## src/bba_ram.sv

```systemverilog
// ----------------------------------------------------------------------------
// Buddy block allocator RAM
// Simple dual-port RAM, one write port, one registered read port.
// ----------------------------------------------------------------------------
module bba_ram #(
    parameter int WIDTH = 8,
    parameter int DEPTH = 256
) (
    input  logic                     i_clk,
    input  logic                     i_we,
    input  logic [$clog2(DEPTH)-1:0] i_waddr,
    input  logic [WIDTH-1:0]         i_wdata,
    input  logic [$clog2(DEPTH)-1:0] i_raddr,
    output logic [WIDTH-1:0]         o_rdata
);

    logic [WIDTH-1:0] r_mem [DEPTH];
    logic [WIDTH-1:0] r_rdata;

    always_ff @(posedge i_clk) begin
        if (i_we) begin
            r_mem[i_waddr] <= i_wdata;
        end
        r_rdata <= r_mem[i_raddr];
    end

    assign o_rdata = r_rdata;

endmodule

```

## config.mk

```make
export PLATFORM = sky130hd
export DESIGN_NAME = bba_ram
export DESIGN_NICKNAME = d
export VERILOG_FILES = /design/src/bba_ram.sv
export SDC_FILE = /design/constraint.sdc
export NUM_CORES = 2
export LEC_CHECK = 0
export ABC_AREA = 1
export BUFFER_PORTS_ARGS = -buffer_cell sky130_fd_sc_hd__buf_2
export CORE_ASPECT_RATIO = 2
export CORE_MARGIN = 10
export CORE_UTILIZATION = 44
export DETAILED_ROUTE_END_ITERATION = 16
export SLEW_MARGIN = 10
export SYNTH_ARGS = -nofsm -noshare
export SYNTH_HDL_FRONTEND = slang
export SYNTH_SLANG_ARGS = --single-unit
```

## constraint.sdc

```tcl
create_clock -name i_clk -period 4 [get_ports i_clk]
set_input_delay 0.8 -clock i_clk [delete_from_list [all_inputs] [get_ports i_clk]]
set_output_delay 0.8 -clock i_clk [all_outputs]
set_load 0.02 [all_outputs]
```

==> results.py <==
metrics = {
    "detailed_routing": {
        "routed_wl_mm": 231.6,
        "route.met3.wl_mm": 17.77,
        "viasPerCell": 5.628,
        "top_layer_used": "met5",
        "drtAntennaViolNets": 0,
        "vias": 54240,
        "routedLengthMet1_mm": 93.95,
        "wl_met2_mm": 110.5,
        "drt_iter0_drc": 6181,
        "wire_per_inst_um": 24.03,
        "drt_pass1_iterations": 6,
        "route.detailed.drc": 0,
    },
    "synth": {
        "ys_warn_count": 0,
        "syn_area_mm2": 0.08340,
        "synth_edf_count": 2048,
        "syn_inst": 7003,
        "synth_fp_nets": 7029,
        "async_flop_share_pct": 0,
        "synth-seq-area-share_pct": 73.94,
        "ys_ff_latch": 2056,
        "synth.distinct_cells": 14,
        "ys.flop_type": "edfxtp_1",
        "avgSynthCellArea_um2": 11.91,
    },
    "clock_tree": {
        "h-tree-depth": 4,
        "cts_root_buf": "clkbuf_16",
        "cts.sinks": 2056,
        "cts_setup_buffers": 0,
        "clk_latency_ns": 0.82,
        "clkSlewWorstSetupHoldPaths_ns": 0.06,
        "cts_buffers": 190,
        "hold_buffers": 0,
        "cts_buffer_depth": 4,
        "postCtsResizedCells": 0,
        "cts_tree": "yes",
    },
    "timing": {
        "relSlewSlack_pct": 8.453,
        "fin_skew_ns": 0.03114,
        "hold_ws_ns": 0.3814,
        "fin_crit_ns": 2.937,
        "fmax_mhz": 340.5,
        "final_max_slew_viol_count": 0,
        "rsz0062_at_grt": "no",
        "worst_slack_ns": 1.063,
        "timing.final.crit_share_pct": 73.42,
        "setup_tns_ns": 0,
        "hold_violations": 0,
        "final-setup-viol-count": 0,
        "tightestPinTransition_ns": 1.370,
    },
    "final_layout": {
        "final_cell_mix": "nand2_1, edfxtp_1, nand3_1",
        "area_delta_synth_final_pct": 11.33,
        "ff_latch_area_mm2": 0.06166,
        "final_common_cell": "nand2_1",
        "final_layout_size_suffix_gt1_share_pct": 7.732,
        "fill_cells": 16610,
        "layout.nets": 7012,
        "multi_input_area_mm2": 0.01917,
        "final_util_pct": 49.15,
    },
    "hold_path": {
        "min-delay-start": "i_raddr[7]",
        "whs_endpoint": "o_rdata[5]$_DFF_P_",
        "hp-class": "in -> reg",
        "whs_path_depth": 3,
    },
    "critical_path": {
        "reg2reg_slack_ns": 1.88,
        "r2r_start": "r_mem[143][7]$_DFFE_PP_",
        "end_kind": "flip-flop",
        "criticalPathCategory": "in -> reg",
        "cp.arrival_ns": 3.38,
        "startpoint_type": "primary input",
        "worstPathMaxFanout": 12,
        "r2r_end": "o_rdata[7]$_DFF_P_",
        "reg2regPathDepth": 10,
        "crit_required_ns": 4.44,
        "critPathLaunch": "i_waddr[2]",
    },
    "die": {
        "die_x_um": 327.8,
        "pin_count": 34,
        "num_rows": 226,
        "coreArea_mm2": 0.1889,
        "start_util_pct": 44.15,
        "die_h_um": 635.7,
        "dieArea_mm2": 0.2084,
    },
    "global_routing": {
        "grt_pass1_wl_mm": 342.0,
        "antenna_found_initial": 4,
        "grt_pass1_vias": 51540,
        "grt-ovfl-total": 0,
        "grt_start_max_net_pins": 143,
        "grt_usage_pct": 21.59,
    },
    "place": {
        "post-dp-hpwl_mm": 135.3,
        "place_congestion": 0.8580,
        "pre_cts_slack_ns": 0.2452,
        "portBuffers": 33,
    },
    "job": {
        "drv_cap": 0,
    },
    "pwr": {
        "irDropWorstVdd_mv": 0.4196,
        "power_leakage_uw": 0.03210,
        "p_per_area_mw_per_mm2": 474.4,
    },
    "outcome": {
        "status": "completed",
    },
}
-- sequential cells by signal (all words and copies together) (netlist names) --
signal and count:
r_mem 2048, o_rdata 8
-- metrics by stage --
stage	instance area (um2)	cells	total power, uW
after floorplan	83400	7003	25700
after global placement	86980	9301	26970
after detailed placement	86980	9301	26980
after CTS	92830	9633	44260
after global routing	92840	9635	45240
final	92850	9637	44050
-- cells in the mapped netlist, types with 2 or more instances --
cell type,number,area [um2]
nand2_1,2123,7969
edfxtp_1,2048,61500
nand3_1,2019,10100
nor2_1,283,1062
buf_2,268,1341
clkbuf_1,112,420.4
buf_4,46,345.3
buf_1,40,150.1
inv_1,36,135.1
buf_6,16,180.2
dfxtp_1,8,160.2
inv_2,2,7.510
-- logic make-up (layout without fill, tap and decap cells) --
| group | Yosys count | in the layout | synth area share [%] |
|---|---|---|---|
| flops | 2056 | 2056 | 73.94 |
| simple gates | 4425 | 4425 | 22.95 |
| other cells | 0 | 3 | 0 |
| buf+inv | 522 | 645 | 3.119 |
-- routing by layer --
layer | global-route usage (%) | vias up
met4 | 8.387 | 4
li1 | - | 24800
met1 | 29.67 | 26660
met5 | 0 | -
met2 | 34.48 | 2324
met3 | 3.114 | 452
-- layout make-up --
class	count	area share (%)
clock inverters	105	0.9608
inverters	39	0.1941
multi-input cells	4425	20.65
clock buffers	227	5.336
flip-flops and latches	2056	66.41
well taps	2508	3.380
repair buffers	274	3.060
diodes	3	0.008086
-- worst max path at each step --
stage	end	slack (ns)
final	r_mem[231][7]$_DFFE_PP_	1.06
after global placement	r_mem[71][4]$_DFFE_PP_	0.21
after CTS	r_mem[231][2]$_DFFE_PP_	1.11
after floorplan	r_mem[162][0]$_DFFE_PP_	1.71
after detailed placement	r_mem[231][5]$_DFFE_PP_	0.25
after global routing	r_mem[231][3]$_DFFE_PP_	1.09
-- critical path: stages --
cell,delay (ns)
buf_2,0.17
inv_1,0.05
nor2_1,0.10
inv_1,0.09
nor2_1,0.26
nand2_1,0.88
nor2_1,1.01
-- report_power, final --
part	switching (uW)	total [uW]	internal [uW]	leakage (uW)
logic	2100	2780	683	0.0108
clock network	7800	17500	9720	0.00287
registers	17.9	23800	23700	0.0185
total	9920	44100	34100	0.0321
(Power assumes the default switching activity.)
